### src/hw/rtl/nbc_pkg.sv
`timescale 1ns / 1ps

package nbc_pkg;

    localparam int SLOT_W   = 4;
    localparam int BASES_W  = 24;
    localparam int BASE_W   = 3;
    localparam int FIELD_BASES = BASES_W / BASE_W;
    localparam int LEN_W    = 4;
    localparam int DIST_W   = 4;
    localparam int OUTCOME_W = 2;

    localparam logic [LEN_W-1:0]  LEN_RESET = LEN_W'(6);
    localparam logic [DIST_W-1:0] MAX_DIST  = DIST_W'(FIELD_BASES);

    localparam logic ACT_WRITE    = 1'b0;
    localparam logic ACT_CLASSIFY = 1'b1;

    localparam logic [OUTCOME_W-1:0] OUT_ASSIGNED = 2'd0;
    localparam logic [OUTCOME_W-1:0] OUT_NONE     = 2'd1;
    localparam logic [OUTCOME_W-1:0] OUT_TIE      = 2'd2;
    localparam logic [OUTCOME_W-1:0] OUT_OVER     = 2'd3;

    // item travelling down the cell chain, with the running search state
    typedef struct packed {
        logic               action;
        logic [SLOT_W-1:0]  entry_slot;
        logic               entry_enable;
        logic [BASES_W-1:0] base_symbols;
        logic [DIST_W-1:0]  mismatch_limit;
        logic               found;
        logic [DIST_W-1:0]  best;
        logic [SLOT_W-1:0]  win;
        logic               tie;
        logic [DIST_W-1:0]  win_limit;
    } t_token;

endpackage

### src/hw/rtl/nbc_if.sv
`timescale 1ns / 1ps

interface nbc_in_if;
    logic                        valid;
    logic                        ready;
    logic                        action;
    logic [nbc_pkg::SLOT_W-1:0]  entry_slot;
    logic                        entry_enable;
    logic [nbc_pkg::BASES_W-1:0] base_symbols;
    logic [nbc_pkg::DIST_W-1:0]  mismatch_limit;

    modport source (output valid, action, entry_slot, entry_enable, base_symbols,
                    mismatch_limit, input ready);
    modport sink   (input valid, action, entry_slot, entry_enable, base_symbols,
                    mismatch_limit, output ready);
endinterface

interface nbc_out_if;
    logic                          valid;
    logic                          ready;
    logic                          assigned;
    logic [nbc_pkg::SLOT_W-1:0]    winner_slot;
    logic [nbc_pkg::DIST_W-1:0]    best_distance;
    logic [nbc_pkg::OUTCOME_W-1:0] outcome;

    modport source (output valid, assigned, winner_slot, best_distance, outcome,
                    input ready);
    modport sink   (input valid, assigned, winner_slot, best_distance, outcome,
                    output ready);
endinterface

### src/hw/rtl/nbc_cell.sv
`timescale 1ns / 1ps

module nbc_cell #(
    parameter int CELL_IDX = 0
) (
    input  logic                      i_clk,
    input  logic                      i_rst_n,
    input  logic                      i_advance,
    input  logic [nbc_pkg::LEN_W-1:0] i_len,
    input  logic                      i_valid,
    input  nbc_pkg::t_token           i_tok,
    output logic                      o_valid,
    output nbc_pkg::t_token           o_tok
);

    localparam logic SLOT_REACHABLE = (CELL_IDX < (1 << nbc_pkg::SLOT_W));
    localparam logic [nbc_pkg::SLOT_W-1:0] MY_SLOT = nbc_pkg::SLOT_W'(CELL_IDX);

    logic                         r_entry_valid;
    logic [nbc_pkg::BASES_W-1:0]  r_bases;
    logic [nbc_pkg::DIST_W-1:0]   r_limit;
    logic                         r_valid;
    nbc_pkg::t_token              r_tok;
    nbc_pkg::t_token              n_tok;
    logic                         w_hit;
    logic [nbc_pkg::DIST_W-1:0]   w_dist;

    assign w_hit = SLOT_REACHABLE && i_valid && (i_tok.action == nbc_pkg::ACT_WRITE)
                   && (i_tok.entry_slot == MY_SLOT);

    always_comb begin
        w_dist = '0;
        for (int i = 0; i < nbc_pkg::FIELD_BASES; i++) begin
            if ((nbc_pkg::LEN_W'(i) < i_len) &&
                (i_tok.base_symbols[i*nbc_pkg::BASE_W +: nbc_pkg::BASE_W] !=
                 r_bases[i*nbc_pkg::BASE_W +: nbc_pkg::BASE_W])) begin
                w_dist = w_dist + nbc_pkg::DIST_W'(1);
            end
        end
    end

    always_comb begin
        n_tok = i_tok;
        if ((i_tok.action == nbc_pkg::ACT_CLASSIFY) && r_entry_valid) begin
            if (!i_tok.found || (w_dist < i_tok.best)) begin
                n_tok.found     = 1'b1;
                n_tok.best      = w_dist;
                n_tok.win       = MY_SLOT;
                n_tok.tie       = 1'b0;
                n_tok.win_limit = r_limit;
            end else if (w_dist == i_tok.best) begin
                n_tok.tie = 1'b1;
            end
        end
    end

    always_ff @(posedge i_clk) begin
        if (!i_rst_n) begin
            r_valid       <= 1'b0;
            r_entry_valid <= 1'b0;
        end else if (i_advance) begin
            r_valid <= i_valid;
            if (w_hit) begin
                r_entry_valid <= i_tok.entry_enable;
            end
        end
    end

    always_ff @(posedge i_clk) begin
        if (i_advance) begin
            r_tok <= n_tok;
            if (w_hit) begin
                r_bases <= i_tok.base_symbols;
                r_limit <= i_tok.mismatch_limit;
            end
        end
    end

    assign o_valid = r_valid;
    assign o_tok   = r_tok;

endmodule

### src/hw/rtl/nearest_barcode_classifier_unit.sv
`timescale 1ns / 1ps

// Barcode table as a chain of TABLE_ENTRIES cells, one cell per entry. Every item,
// write or classify, enters cell 0 and moves one cell per cycle, so one item is
// accepted each cycle; the whole chain stalls while a finished result waits in the
// output register. A classify result is registered in each cell, then in the output
// register; writes update their cell as they pass it, keeping item order. Only
// slots 0 to 15 can be written; the table is empty after reset.
module nearest_barcode_classifier_unit #(
    parameter int TABLE_ENTRIES = 16,
    parameter int MAX_BASES     = 8
) (
    input  logic                      i_clk,
    input  logic                      i_rst_n,
    input  logic                      i_cfg_we,
    input  logic [nbc_pkg::LEN_W-1:0] i_cfg_data,
    nbc_in_if.sink                    i_in,
    nbc_out_if.source                 o_res
);

    localparam int LEN_CAP = (MAX_BASES < nbc_pkg::FIELD_BASES) ? MAX_BASES
                                                                : nbc_pkg::FIELD_BASES;

    logic [nbc_pkg::LEN_W-1:0]     r_compare_length;
    logic [nbc_pkg::LEN_W-1:0]     w_eff_len;
    logic                          w_advance;
    logic                          w_vld [TABLE_ENTRIES+1];
    nbc_pkg::t_token               w_tok [TABLE_ENTRIES+1];
    logic                          r_out_valid;
    logic                          r_assigned;
    logic [nbc_pkg::SLOT_W-1:0]    r_winner;
    logic [nbc_pkg::DIST_W-1:0]    r_best;
    logic [nbc_pkg::OUTCOME_W-1:0] r_outcome;
    logic [nbc_pkg::OUTCOME_W-1:0] n_outcome;
    logic [TABLE_ENTRIES-1:0]      w_stage_valid;

    always_ff @(posedge i_clk) begin
        if (!i_rst_n) begin
            r_compare_length <= nbc_pkg::LEN_RESET;
        end else if (i_cfg_we) begin
            r_compare_length <= i_cfg_data;
        end
    end

    assign w_eff_len = (r_compare_length > nbc_pkg::LEN_W'(LEN_CAP))
                       ? nbc_pkg::LEN_W'(LEN_CAP) : r_compare_length;

    assign w_advance = !r_out_valid || o_res.ready;
    assign i_in.ready = w_advance;

    assign w_vld[0] = i_in.valid;
    always_comb begin
        w_tok[0]                = '0;
        w_tok[0].action         = i_in.action;
        w_tok[0].entry_slot     = i_in.entry_slot;
        w_tok[0].entry_enable   = i_in.entry_enable;
        w_tok[0].base_symbols   = i_in.base_symbols;
        w_tok[0].mismatch_limit = i_in.mismatch_limit;
    end

    for (genvar k = 0; k < TABLE_ENTRIES; k++) begin : g_cell
        nbc_cell #(
            .CELL_IDX (k)
        ) u_cell (
            .i_clk     (i_clk),
            .i_rst_n   (i_rst_n),
            .i_advance (w_advance),
            .i_len     (w_eff_len),
            .i_valid   (w_vld[k]),
            .i_tok     (w_tok[k]),
            .o_valid   (w_vld[k+1]),
            .o_tok     (w_tok[k+1])
        );
        assign w_stage_valid[k] = w_vld[k+1];
    end

    always_comb begin
        if (!w_tok[TABLE_ENTRIES].found) begin
            n_outcome = nbc_pkg::OUT_NONE;
        end else if (w_tok[TABLE_ENTRIES].tie) begin
            n_outcome = nbc_pkg::OUT_TIE;
        end else if (w_tok[TABLE_ENTRIES].best > w_tok[TABLE_ENTRIES].win_limit) begin
            n_outcome = nbc_pkg::OUT_OVER;
        end else begin
            n_outcome = nbc_pkg::OUT_ASSIGNED;
        end
    end

    always_ff @(posedge i_clk) begin
        if (!i_rst_n) begin
            r_out_valid <= 1'b0;
        end else if (w_advance) begin
            // writes leave the chain without a result
            r_out_valid <= w_vld[TABLE_ENTRIES]
                           && (w_tok[TABLE_ENTRIES].action == nbc_pkg::ACT_CLASSIFY);
        end
    end

    always_ff @(posedge i_clk) begin
        if (w_advance) begin
            r_outcome  <= n_outcome;
            r_assigned <= (n_outcome == nbc_pkg::OUT_ASSIGNED);
            r_winner   <= w_tok[TABLE_ENTRIES].found ? w_tok[TABLE_ENTRIES].win : '0;
            r_best     <= w_tok[TABLE_ENTRIES].found ? w_tok[TABLE_ENTRIES].best : '0;
        end
    end

    assign o_res.valid         = r_out_valid;
    assign o_res.assigned      = r_assigned;
    assign o_res.winner_slot   = r_winner;
    assign o_res.best_distance = r_best;
    assign o_res.outcome       = r_outcome;

    a_chain_holds: assert property (@(posedge i_clk) disable iff (!i_rst_n)
        !w_advance |=> $stable(w_stage_valid))
        else $error("cell chain moved while stalled");

    a_none_zero: assert property (@(posedge i_clk) disable iff (!i_rst_n)
        (r_out_valid && (r_outcome == nbc_pkg::OUT_NONE))
            |-> (r_winner == '0) && (r_best == '0) && !r_assigned)
        else $error("empty-table result carries nonzero fields");

    a_dist_range: assert property (@(posedge i_clk) disable iff (!i_rst_n)
        r_out_valid |-> (r_best <= nbc_pkg::MAX_DIST))
        else $error("mismatch count out of range");

    a_assigned_code: assert property (@(posedge i_clk) disable iff (!i_rst_n)
        r_out_valid |-> (r_assigned == (r_outcome == nbc_pkg::OUT_ASSIGNED)))
        else $error("assigned flag disagrees with outcome");

endmodule

### src/flat_wrapper.sv
// flat-port wrapper written by rule: the top's interface ports become plain ports
module nearest_barcode_classifier_unit_flat 
#(
    parameter int TABLE_ENTRIES = 16,
    parameter int MAX_BASES     = 8
)
  (i_clk, i_rst_n, i_cfg_we, i_cfg_data, i_in_valid, i_in_action, i_in_entry_slot, i_in_entry_enable, i_in_base_symbols, i_in_mismatch_limit, i_in_ready, o_res_valid, o_res_assigned, o_res_winner_slot, o_res_best_distance, o_res_outcome, o_res_ready);
  nbc_in_if i_in_i ();
  nbc_out_if o_res_i ();
  input  logic i_clk;
  input  logic i_rst_n;
  input  logic i_cfg_we;
  input  logic [nbc_pkg::LEN_W-1:0] i_cfg_data;
  input wire logic [$bits(i_in_i.valid)-1:0] i_in_valid;
  input wire logic [$bits(i_in_i.action)-1:0] i_in_action;
  input wire logic [$bits(i_in_i.entry_slot)-1:0] i_in_entry_slot;
  input wire logic [$bits(i_in_i.entry_enable)-1:0] i_in_entry_enable;
  input wire logic [$bits(i_in_i.base_symbols)-1:0] i_in_base_symbols;
  input wire logic [$bits(i_in_i.mismatch_limit)-1:0] i_in_mismatch_limit;
  output wire logic [$bits(i_in_i.ready)-1:0] i_in_ready;
  output wire logic [$bits(o_res_i.valid)-1:0] o_res_valid;
  output wire logic [$bits(o_res_i.assigned)-1:0] o_res_assigned;
  output wire logic [$bits(o_res_i.winner_slot)-1:0] o_res_winner_slot;
  output wire logic [$bits(o_res_i.best_distance)-1:0] o_res_best_distance;
  output wire logic [$bits(o_res_i.outcome)-1:0] o_res_outcome;
  input wire logic [$bits(o_res_i.ready)-1:0] o_res_ready;
  assign i_in_i.valid = i_in_valid;
  assign i_in_i.action = i_in_action;
  assign i_in_i.entry_slot = i_in_entry_slot;
  assign i_in_i.entry_enable = i_in_entry_enable;
  assign i_in_i.base_symbols = i_in_base_symbols;
  assign i_in_i.mismatch_limit = i_in_mismatch_limit;
  assign i_in_ready = i_in_i.ready;
  assign o_res_valid = o_res_i.valid;
  assign o_res_assigned = o_res_i.assigned;
  assign o_res_winner_slot = o_res_i.winner_slot;
  assign o_res_best_distance = o_res_i.best_distance;
  assign o_res_outcome = o_res_i.outcome;
  assign o_res_i.ready = o_res_ready;
  nearest_barcode_classifier_unit #(.TABLE_ENTRIES(TABLE_ENTRIES), .MAX_BASES(MAX_BASES)) u_core (.i_clk(i_clk), .i_rst_n(i_rst_n), .i_cfg_we(i_cfg_we), .i_cfg_data(i_cfg_data), .i_in(i_in_i), .o_res(o_res_i));
endmodule
### config.mk
export PLATFORM = sky130hd
export DESIGN_NAME = nearest_barcode_classifier_unit_flat
export DESIGN_NICKNAME = d
export VERILOG_FILES = /design/src/hw/rtl/nbc_pkg.sv /design/src/hw/rtl/nbc_if.sv /design/src/hw/rtl/nbc_cell.sv /design/src/hw/rtl/nearest_barcode_classifier_unit.sv /design/src/flat_wrapper.sv
export SDC_FILE = /design/constraint.sdc
export NUM_CORES = 1
export LEC_CHECK = 0
export BUFFER_PORTS_ARGS = -buffer_cell sky130_fd_sc_hd__buf_2
export CAP_MARGIN = 20
export CORE_MARGIN = 2
export CORE_UTILIZATION = 45
export DETAILED_ROUTE_END_ITERATION = 6
export SLEW_MARGIN = 10
export SYNTH_ARGS = -nofsm -noshare
export SYNTH_HDL_FRONTEND = slang
export SYNTH_HIERARCHICAL = 1
export SYNTH_SLANG_ARGS = --single-unit
### constraint.sdc
create_clock -name i_clk -period 88.4 [get_ports i_clk]
set_input_delay 13.26 -clock i_clk [delete_from_list [all_inputs] [get_ports i_clk]]
set_output_delay 13.26 -clock i_clk [all_outputs]
set_load 0.005 [all_outputs]
==> impl_results.md <==
* Status: completed
* Internal at between 1 and 1.5 mW
* Beginning of the worst hold path: u_core/g_cell[14].u_cell/o_tok[14]$_DFFE_PP_
* Crit end category: output port
* Io pins at 56
* DR WL met3 at just over 3000 microns
* Most frequent cells in the layout: edfxtp_1, xnor2_1, nand2_1
* CTS root buffer: clkbuf_16
* H-tree levels at 4
* Core area at about 120,000 sq um
* Clock Sinks at approximately 1,200
* Port Buf Inserts at 55
* Grt total ovfl at 0
* Vias in the first global route at a little under 30,000
* Sw Pwr at about 430 uW
* Fraction of layout cells with a size suffix above 1 at ~16%
* Clock Power Share at 34.1%
* Post-DRT Antenna Nets at 0
* Area growth, synth to finish at 12.4%
* Lkg Pwr at roughly 22 nW
* CTS tree: yes
* Initial Utilization at 45.5%
* Final setup violation count at 0
* Antenna cells at 0
* GRT Total Usage at 15.4%
* Fin Clk Skew at around 0.032 ns
* Syn Area/Cell at 15.3 sq um
* Wire per inst at around 17 microns
* Sequential Power Share at a little over two fifths
* Highest metal used: met4
* Routability-driven placement congestion ratio at approximately 0.79
* M1 WL at 38,600 microns
* Post-CTS Hold Fix Bufs at 0
* Required time of the critical path at around 75 ns
* Worst-path clk slew at around 0.06 ns
* Vias/cell at between 5 and 6
* Die W at 356 microns
* Fill count at a little over 10,000
* Non-filler cells in the finished layout at ~5,600
* Placed instance count at around 5,300
* Placement row count at 128
* Peak supply drop at 22.3 uV
* Post-Synthesis Cells at 3,630
* RSZ-0062 raised after global routing: no
* Maxcap violations at 0
* Combinational share of power at a little under a quarter
* CTS buffer count at between 100 and 150
* Power Density at approximately 25 nW/um^2
* Antenna violations before repair at 0
* DR DRC count at 0
* Pre-antenna DRT Iters at 5
* Largest net degree at the start of global routing at 80
* WP data arrival at 14.01 ns
* Final Cycle Share at about 31%
* Commonest non-fill, non-tap cell in the layout: edfxtp_1
* Endpoints failing hold at 0
* Slew Limit Headroom at between 30% and 40%
* Reg2reg start: u_core/r_compare_length[3]$_SDFFE_PN0P_
* WS Path Type: in2out
* DR iter-0 viols at ~1,300
* Synth Warn # at 6
* Final min period at 27.27 ns
* # Post-CTS Setup Buffers at 0
* Later-pin clock latency in the skew report at approximately 0.75 ns
* Final WL at between 90,000 and 100,000 microns
* DIE AREA at ~130,000 sq um
* Core Util, Final at between 50% and 60%
* DR vias at around 28,000
* TNS Setup at 0 ns
* Cell area after synthesis at 55,600 sq um
* Fin. max-slew vios at 0
* CP Launch Type: input pin
* Clk buf depth at 3
* Switch share at 27.2%
* DP HPWL at approximately 64,000 microns
* Largest fanout on the critical path at 27
* Routed met2 length at 51,400 microns
* Hold Crit Class: reg2reg
* Measured slew at the worst slew-check pin at around 0.97 ns
* Post-CTS Resized at 0
* Peak Freq at between 30 and 40 MHz
* Crit path from: o_res_ready
* First-pass GRT wire length at 155,000 microns
* Chip height at 356 microns
* Final #Nets at 4,077
## sequential cells by signal, summed over array words and instances (netlist names)
register,flops
u_core/o_res.winner_slot,4
u_core/o_res.outcome,2
u_core/r_compare_length,4
u_core/g_cell.u_cell/o_valid,16
u_core/g_cell.u_cell/o_tok,735
u_core/o_res.valid,1
u_core/g_cell.u_cell/r_bases,384
u_core/o_res.assigned,1
u_core/g_cell.u_cell/r_limit,64
u_core/o_res.best_distance,4
u_core/g_cell.u_cell/r_entry_valid,16
## layout make-up
type / instances / area (sq um) / area share (%)
multi-input combinational: 2197 / 18300 / 29.4
clock buffer: 176 / 3590 / 5.75
tap: 1625 / 2030 / 3.25
timing repair buffer: 92 / 578 / 0.925
clock inverter: 66 / 611 / 0.977
inverter: 191 / 717 / 1.15
sequential: 1231 / 36600 / 58.6
## metal layers
layer  track usage, %  vias to the layer above
met3             2.86                      164
met1             17.3                    13900
met4             4.88                        0
met5                0                        -
met2             29.2                      354
li1                 -                    14000
## power by group through the flow
stage | combinational (mW) | sequential (mW) | clock (mW)
after floorplan | 0.283 | 0.680 | 0
after global placement | 0.355 | 0.685 | 0
after detailed placement | 0.362 | 0.686 | 0
after CTS | 0.364 | 0.674 | 0.550
after global routing | 0.404 | 0.676 | 0.571
final | 0.357 | 0.673 | 0.532
## per-stage QoR
step | instance area (sq um) | total power, mW | worst slack [ns] | hold slack [ns]
floorplan | 55700 | 0.963 | 43.37 | 0.400
CTS | 62500 | 1.59 | 61.13 | 0.419
detailed placement | 58300 | 1.05 | 61.14 | 0.411
finish | 62500 | 1.56 | 61.13 | 0.417
global placement | 58300 | 1.04 | 61.14 | 0.405
global route | 62500 | 1.65 | 61.10 | 0.437
## worst paths after layout
kind                                                   end  slack (ns)  cells after the start
max                                             i_in_ready       61.13                      3
min          u_core/g_cell[15].u_cell/r_limit[0]$_DFFE_PP_        0.42                      0
max reg2reg    u_core/g_cell[13].u_cell/o_tok[3]$_DFFE_PP_       79.44                     33
min reg2reg  u_core/g_cell[15].u_cell/r_limit[0]$_DFFE_PP_        0.42                      0
## critical path: stages
cell	delay [ns]
buf_2	0.08
nand2b_4	0.42
buf_2	0.21
(Power assumes the default switching activity.)
